--- src/hdl/pfsc_pkg.sv ---
`default_nettype none

package pfsc_pkg;

  localparam int VALUE_LIMIT  = 65536;
  localparam int COUNT_BITS   = 16;
  localparam int VALUE_BITS   = 16;
  localparam int OUT_BITS     = 16;
  localparam int EPOCH_BITS   = 8;
  localparam int ADDR_BITS    = $clog2(VALUE_LIMIT);
  localparam int ROOT_BITS    = (ADDR_BITS + 1) / 2 + 1;
  localparam int SQ_BITS      = 2 * ROOT_BITS;
  localparam int DIV_CNT_BITS = $clog2(ADDR_BITS);

  localparam logic [OUT_BITS-1:0] OUT_MAX = {OUT_BITS{1'b1}};

  typedef logic [ADDR_BITS-1:0]  addr_t;
  typedef logic [COUNT_BITS-1:0] count_t;
  typedef logic [EPOCH_BITS-1:0] epoch_t;

  typedef struct packed {
    logic  go;
    addr_t dividend;
    addr_t divisor;
  } div_req_t;

  typedef struct packed {
    logic  done;
    addr_t quotient;
  } div_rsp_t;

endpackage

`default_nettype wire

--- src/hdl/pfsc_div.sv ---
`default_nettype none

module pfsc_div (
  input  wire logic               clk,
  input  wire logic               rst_n,
  input  wire pfsc_pkg::div_req_t req,
  output pfsc_pkg::div_rsp_t      rsp
);

  logic                                 busy_r;
  logic                                 done_r;
  logic [pfsc_pkg::DIV_CNT_BITS-1:0]    cnt_r;
  pfsc_pkg::addr_t                      quo_r;
  pfsc_pkg::addr_t                      rem_r;
  pfsc_pkg::addr_t                      dvs_r;
  logic [pfsc_pkg::ADDR_BITS:0]         shl;
  logic [pfsc_pkg::ADDR_BITS:0]         diff;
  logic                                 fits;

  always_comb begin
    shl  = {rem_r, quo_r[pfsc_pkg::ADDR_BITS-1]};
    diff = shl - {1'b0, dvs_r};
    fits = ~diff[pfsc_pkg::ADDR_BITS];
  end

  always_ff @(posedge clk) begin
    if (!rst_n) begin
      busy_r <= 1'b0;
      done_r <= 1'b0;
      cnt_r  <= '0;
    end else begin
      done_r <= 1'b0;
      if (req.go) begin
        busy_r <= 1'b1;
        cnt_r  <= '0;
      end else if (busy_r) begin
        cnt_r <= cnt_r + 1'b1;
        if (cnt_r == pfsc_pkg::DIV_CNT_BITS'(pfsc_pkg::ADDR_BITS - 1)) begin
          busy_r <= 1'b0;
          done_r <= 1'b1;
        end
      end
    end
  end

  // shift in one quotient bit per cycle
  always_ff @(posedge clk) begin
    if (req.go) begin
      quo_r <= req.dividend;
      rem_r <= '0;
      dvs_r <= req.divisor;
    end else if (busy_r) begin
      rem_r <= fits ? diff[pfsc_pkg::ADDR_BITS-1:0] : shl[pfsc_pkg::ADDR_BITS-1:0];
      quo_r <= {quo_r[pfsc_pkg::ADDR_BITS-2:0], fits};
    end
  end

  assign rsp.done     = done_r;
  assign rsp.quotient = quo_r;

endmodule

`default_nettype wire

--- config.mk ---
export PLATFORM = sky130hd
export DESIGN_NAME = pfsc_div
export DESIGN_NICKNAME = d
export VERILOG_FILES = /design/src/hdl/pfsc_pkg.sv /design/src/hdl/pfsc_div.sv
export SDC_FILE = /design/constraint.sdc
export NUM_CORES = 1
export LEC_CHECK = 0
export CELL_PAD_IN_SITES_DETAIL_PLACEMENT = 1
export CELL_PAD_IN_SITES_GLOBAL_PLACEMENT = 1
export CORE_UTILIZATION = 50
export CTS_BUF_LIST = sky130_fd_sc_hd__clkbuf_4
export CTS_CLUSTER_SIZE = 24
export DETAILED_ROUTE_END_ITERATION = 12
export DONT_BUFFER_PORTS = 1
export GPL_TIMING_DRIVEN = 0
export MAX_ROUTING_LAYER = met4
export PLACE_DENSITY_LB_ADDON = 0.1
export SLEW_MARGIN = 5
export SYNTH_ARGS = -nofsm -noshare
export SYNTH_HDL_FRONTEND = slang
export SYNTH_SLANG_ARGS = --single-unit
--- constraint.sdc ---
create_clock -name clk -period 2.8 [get_ports clk]
set_input_delay 0.14 -clock clk [delete_from_list [all_inputs] [get_ports clk]]
set_output_delay 0.14 -clock clk [all_outputs]
set_load 0.005 [all_outputs]
==> results of run 1 <==
-- layout by cell type, fill, tap and decap left out, types with 6 or more instances in the layout --
master and count:
inv_1 18, xor2_1 7, a211oi_1 12, xnor2_1 10
clkbuf_1 7, mux2_2 16, dfxtp_1 22, a21oi_1 13
dlygate4sd3_1 34, mux2i_1 13, nand2_1 17, nand2b_1 6
ha_1 15, buf_4 10, edfxtp_1 32, nor2_1 24
-- logic make-up (layout without fill, tap and decap cells) --
group | Yosys count | after routing | synth area share, %
simple gates | 75 | 75 | 12.9
compound gates | 58 | 58 | 13.2
flops | 54 | 54 | 45.3
buf+inv | 33 | 85 | 4.69
mux | 31 | 31 | 10.7
fa+ha+maj | 18 | 18 | 7.52
xor+xnor | 18 | 18 | 5.70
-- sequential cells by signal, indices dropped and copies added, names as in the netlist --
name / flops
done_r: 1
cnt_r: 4
quo_r: 16
rem_r: 16
dvs_r: 16
busy_r: 1
-- cell type report --
type                            count  area [µm²]  share of cell area (%)
Multi-Input combinational cell    200        1630                    42.9
Sequential cell                    54        1400                    36.9
Timing Repair Buffer               44         437                    11.5
Tap cell                           75        93.8                    2.47
Buffer                             14        78.8                    2.08
Inverter                           19        71.3                    1.88
Clock inverter                      3        47.5                    1.25
Clock buffer                        5        37.5                   0.988
-- repair_timing --
action / 4_1_cts / 5_1_grt
hold endpoints to repair: 51 / 0
endpoints found under the setup margin: 14 / 16
cloned: 0 / 1
gates resized for setup: 0 / 19
hold buffers: 34 / 0
setup buffers: 4 / 5
pin swaps: 1 / 7
-- critical path, stage by stage, from the launching register on --
cell      delay (ns)
edfxtp_1        0.48
inv_2           0.06
ha_2            0.19
fa_2            0.36
nand2b_4        0.16
a21oi_4         0.18
o21ai_4         0.09
o21ai_4         0.24
xor2_4          0.31
buf_12          0.18
mux2i_2         0.24
a211oi_2        0.10
-- path summary, 6_finish.rpt --
path | cells past startpoint | end
setup / recovery | 11 | rem_r[3]
setup reg to reg | 11 | rem_r[3]
hold reg to reg | 2 | done_r
hold / removal | 3 | rem_r[15]
-- layer usage --
layer	track usage [%]	share of wire, %	up-vias
met5	-	0	-
met4	7.86	1.7	0
met3	3.98	4.3	15
met2	48.2	53	70
met1	31.7	41	1196
li1	-	-	1139
-- stage by stage --
stage / worst slack, ns / instance area [µm²] / hold WS [ns] / TNS, ns
final: 0.0377 / 3800 / 0.103 / 0
after CTS: -0.00702 / 3640 / 0.0782 / -0.00702
after global placement: -0.248 / 3190 / 0.239 / -1.98
after detailed placement: -0.264 / 3190 / 0.239 / -2.35
after floorplan: 0.218 / 3090 / 0.239 / 0
after global routing: -0.0577 / 3800 / 0.107 / -0.254
-- power groups by stage --
| stage | clock, µW | sequential (µW) | combinational [µW] |
|---|---|---|---|
| 2_1_floorplan | 0 | 978 | 486 |
| 3_3_place_gp | 0 | 991 | 583 |
| 3_5_place_dp | 0 | 993 | 603 |
| 4_1_cts | 476 | 976 | 670 |
| 5_1_grt | 503 | 990 | 862 |
| 6_report | 475 | 980 | 801 |
==> impl_metrics.env, run 1 <==
export IMPL_timing_max_cap_violations=0
export IMPL_grt_pass1_wl_um=12700
export IMPL_r2r_setup_slack_ns=0.04
export IMPL_die_height_um=80.7
export IMPL_skew_ns=0.0187
export IMPL_synth_seq_area_share_pct=45.3
export IMPL_track_usage_pct=27.2
export IMPL_endpoint_kind="flip-flop"
export IMPL_grt_max_degree=19
export IMPL_cts_tree="yes"
export IMPL_post_drt_wl_per_cell_um=20.5
export IMPL_io_buffers=0
export IMPL_syn_area_per_cell_um2=10.8
export IMPL_synth_cell_area_mm2=0.00309
export IMPL_synth_warnings=0
export IMPL_worstSetupStartpointType="flip-flop"
export IMPL_synth_seq_cells=54
export IMPL_grt_pass1_vias=2517
export IMPL_overflow=0
export IMPL_crit_path_start="quo_r[15]"
export IMPL_p_per_area_mw_per_mm2=594
export IMPL_dp_cells=362
export IMPL_hold_viol_final=0
export IMPL_combPwrFrac_pct=35.5
export IMPL_worstReg2RegStart="quo_r[15]"
export IMPL_cp_max_fo=5
export IMPL_vias=2420
export IMPL_diodes=0
export IMPL_worstSkewPairLatency_ns=0.40
export IMPL_drtIter0Drc=94
export IMPL_report_final_slew_viol_count=0
export IMPL_p_clk_share_pct=21.1
export IMPL_fin_util_pct=63.8
export IMPL_cp_required_ns=3.06
export IMPL_fmax_mhz=362
export IMPL_synth_cell_types=55
export IMPL_synth_top_area_cell="edfxtp_1"
export IMPL_p_int_uw=1490
export IMPL_ys_top_cells_by_count="edfxtp_1 (32), nor2_1 (24), dfxtp_1 (22)"
export IMPL_seqPwrFrac_pct=43.4
export IMPL_viasPerCell=5.85
export IMPL_switching_power_uw=764
export IMPL_n_fill_cell=648
export IMPL_cts_buffers=5
export IMPL_start_util_pct=52.0
export IMPL_dpl_hpwl_um=4790
export IMPL_synth_area_leaders="edfxtp_1 (31%), dfxtp_1 (14%), ha_1 (6.9%)"
export IMPL_critPathKind="reg -> reg"
export IMPL_ios=52
export IMPL_peakVddDrop_mv=0.393
export IMPL_cts_root_buf="clkbuf_4"
export IMPL_coreArea_mm2=0.00596
export IMPL_p_total_uw=2260
export IMPL_cts_htree_levels=2
export IMPL_synth_most_common_cell="edfxtp_1"
export IMPL_critPathArrivalTime_ns=3.02
export IMPL_drtPass1Iterations=4
export IMPL_totalWireLength_um=8500
export IMPL_place_congestion=0.794
export IMPL_power_switching_share_pct=33.9
export IMPL_fin_crit_sh_pct=98.7
export IMPL_antenna_found_initial=0
export IMPL_relSlewSlack_pct=36.9
export IMPL_setup_viol=0
export IMPL_outcome="complete, no violations"
export IMPL_async_flop_share_pct=0
export IMPL_drc_errors=0
export IMPL_worstMarginPinSlew_ns=0.943
export IMPL_antenna_left=0
export IMPL_die_w_um=80.7
export IMPL_synth_enable_flop_cells=32
export IMPL_layout_drive_gt1_share_pct=17.7
export IMPL_syn_nets=340
export IMPL_period_needed_ns=2.76
export IMPL_hold_path_class="in -> reg"
export IMPL_areaGrowthSynthToFinish_pct=22.7
export IMPL_cts_sinks=54
export IMPL_num_rows=28
export IMPL_syn_inst=287
export IMPL_yosys_most_used_dff="edfxtp_1"
export IMPL_p_leak_uw=0.00147
export IMPL_cts_buffer_depth=2
export IMPL_stdcell_count=414
export IMPL_fin_nets=391
export IMPL_clk_pin_slew_ns=0.18
export IMPL_hp_start="req[32]"
export IMPL_synth_top_area_share_pct=31.1
export IMPL_dieArea_mm2=0.00651
(Power assumes the default switching activity.)
==> run 2: changes to the inputs <==
--- a/config.mk
+++ b/config.mk
@@ -7,7 +7,7 @@
 export LEC_CHECK = 0
 export CELL_PAD_IN_SITES_DETAIL_PLACEMENT = 1
 export CELL_PAD_IN_SITES_GLOBAL_PLACEMENT = 1
-export CORE_UTILIZATION = 50
+export CORE_UTILIZATION = 52
 export CTS_BUF_LIST = sky130_fd_sc_hd__clkbuf_4
 export CTS_CLUSTER_SIZE = 24
 export DETAILED_ROUTE_END_ITERATION = 12
==> constraint.sdc (replaced) <==
create_clock -name clk -period 3.1 [get_ports clk]
set_input_delay 0.93 -clock clk [delete_from_list [all_inputs] [get_ports clk]]
set_output_delay 0.93 -clock clk [all_outputs]
set_load 0.005 [all_outputs]
==> run 2 against run 1 <==
  * Wire length is 19% lower
  * Hold slack better by 0.39 ns
  * Maximum frequency fell by 4.0%
  * Non-clock buffer count down 38
  * Die area down 3.7%
  * Global-route usage is 3.8 points lower
  * Critical path depth unchanged
  * Clock power decreased by 13%
  * Via count down 10%
  * Cell count down 9.9%
  * Final area down 13%
  * Power fell by 17%
  * Critical path type unchanged
  * Largest cell class unchanged
  * Highest routed layer unchanged
==> impl_metrics.env, run 2 (same netlist as run 1, synthesis figures left out) <==
export IMPL_hold_slack_ns=0.497
export IMPL_p_clk_share_pct=22.0
export IMPL_critPathKind="reg -> reg"
export IMPL_switching_power_uw=607
export IMPL_seqPwrFrac_pct=46.9
export IMPL_antenna_found_initial=0
export IMPL_power_switching_share_pct=32.3
export IMPL_final_cell_mix="edfxtp_1 (32), nor2_1 (24), dfxtp_1 (22)"
export IMPL_overflow=0
export IMPL_fin_nets=353
export IMPL_die_height_um=79.1
export IMPL_track_usage_pct=23.3
export IMPL_peakVddDrop_mv=0.283
export IMPL_fin_crit_sh_pct=92.9
export IMPL_num_rows=27
export IMPL_totalWireLength_um=6880
export IMPL_p_leak_uw=0.00129
export IMPL_layout_commonest_cell="edfxtp_1"
export IMPL_cp_max_fo=10
export IMPL_grt_max_degree=20
export IMPL_fmax_mhz=347
export IMPL_grt_pass1_vias=2309
export IMPL_postCtsHoldBufs=0
export IMPL_critPathArrivalTime_ns=3.16
export IMPL_io_buffers=0
export IMPL_hold_viol_final=0
export IMPL_timing_max_cap_violations=0
export IMPL_drc_errors=0
export IMPL_place_congestion=0.837
export IMPL_grt_pass1_wl_um=10800
export IMPL_clk_pin_slew_ns=0.17
export IMPL_report_final_slew_viol_count=0
export IMPL_cts_buffer_depth=2
export IMPL_min_path_cells=2
export IMPL_cts_tree="yes"
export IMPL_dpl_hpwl_um=4900
export IMPL_worstSkewPairLatency_ns=0.38
export IMPL_start_util_pct=55.2
export IMPL_r2r_setup_slack_ns=0.22
export IMPL_reg2reg_to="rem_r[0]"
export IMPL_cts_buffers=5
export IMPL_outcome="complete, no violations"
export IMPL_final_setup_tns_ns=0
export IMPL_rsz0062_at_grt="no"
export IMPL_setup_viol=0
export IMPL_min_to="done_r"
export IMPL_antenna_left=0
export IMPL_combPwrFrac_pct=31.1
export IMPL_worstSetupStartpointType="flip-flop"
export IMPL_hp_start="cnt_r[3]"
export IMPL_cp_required_ns=3.38
export IMPL_p_total_uw=1880
export IMPL_cts_root_buf="clkbuf_4"
export IMPL_skew_ns=0.0110
export IMPL_worstReg2RegStart="quo_r[15]"
export IMPL_areaGrowthSynthToFinish_pct=7.12
export IMPL_fin_util_pct=59.1
export IMPL_worstRegToRegCells=11
export IMPL_period_needed_ns=2.88
export IMPL_viasPerCell=5.84
export IMPL_p_int_uw=1270
export IMPL_endpoint_kind="flip-flop"
export IMPL_ff_latch_area_mm2=0.00140
export IMPL_drtPass1Iterations=4
export IMPL_die_w_um=79.1
export IMPL_coreArea_mm2=0.00561
export IMPL_multiInputGateArea_mm2=0.00155
export IMPL_diodes=0
export IMPL_vias=2179
export IMPL_cts_htree_levels=2
export IMPL_worstMarginPinSlew_ns=0.662
export IMPL_post_drt_wl_per_cell_um=18.5
export IMPL_n_fill_cell=621
export IMPL_ios=52
export IMPL_p_per_area_mw_per_mm2=567
export IMPL_relSlewSlack_pct=55.8
export IMPL_reg_largest_list="dvs_r (16), quo_r (16), rem_r (16)"
export IMPL_cts_sinks=54
export IMPL_hold_path_class="reg -> reg"
export IMPL_post_cts_resized=0
export IMPL_drtIter0Drc=85
export IMPL_dieArea_mm2=0.00626
export IMPL_layout_drive_gt1_share_pct=14.6
-- run 2: cell count changes in the layout (fill, tap and decap cells not counted), sizes merged --
| cell | previous run | this run |
|---|---|---|
| clkbuf | 13 | 12 |
| inv | 20 | 21 |
| buf | 16 | 13 |
| clkinv | 1 | 0 |
| dlygate4sd3 | 34 | 0 |
-- run 2: how the worst max path moves through the flow --
| stage | startpoint | endpoint | slack [ns] | cells after the start |
|---|---|---|---|---|
| 5_1_grt | quo_r[15] | rem_r[2] | 0.08 | 11 |
| 6_report | quo_r[15] | rem_r[0] | 0.22 | 11 |
| 3_5_place_dp | quo_r[15] | rem_r[2] | 0.01 | 11 |
| 2_1_floorplan | quo_r[15] | quo_r[0] | 0.52 | 10 |
| 4_1_cts | quo_r[15] | rem_r[0] | 0.13 | 11 |
| 3_3_place_gp | quo_r[15] | rem_r[2] | 0.08 | 11 |
-- run 2: power groups by stage --
stage,Clock [µW],Combinational (µW),Sequential (µW)
2_1_floorplan,0,439,883
3_3_place_gp,0,523,895
3_5_place_dp,0,545,898
4_1_cts,424,567,882
5_1_grt,447,638,889
6_report,413,584,881
-- run 2: layout make-up --
type	instances	area share, %
Sequential cell	54	42.3
Multi-Input combinational cell	200	46.7
Buffer	14	2.23
Clock buffer	5	1.13
Clock inverter	3	1.43
Tap cell	72	2.72
Inverter	19	2.15
Timing Repair Buffer	6	1.36
-- run 2: timing repair --
item / 4_1_cts / 5_1_grt
endpoints found under the hold margin: 0 / 0
pin swaps: 0 / 1
setup endpoints to repair: 2 / 5
buffers inserted: 3 / 3
-- run 2: metrics by stage --
step                setup slack [ns]  area (µm²)  cells
floorplan                      0.518        3090    287
global placement              0.0797        3180    359
detailed placement            0.0116        3180    359
CTS                            0.125        3290    370
global route                  0.0809        3310    373
finish                         0.221        3310    373
-- run 2: critical path, cell delays in order (launching register included) --
cell      delay, ns
edfxtp_1       0.47
inv_1          0.07
ha_1           0.23
fa_1           0.41
nand2b_1       0.19
a21oi_2        0.18
o21ai_2        0.15
o21ai_4        0.25
xor2_4         0.27
buf_8          0.20
nor3b_1        0.07
nor4_1         0.29
-- run 2: routing by layer --
metal	global-route usage [%]	vias to the layer above	wire length, µm
li1	-	1060	-
met1	28.3	1076	3120
met2	41.3	34	3560
met3	3.22	9	142
met4	4.91	0	56
met5	-	-	0
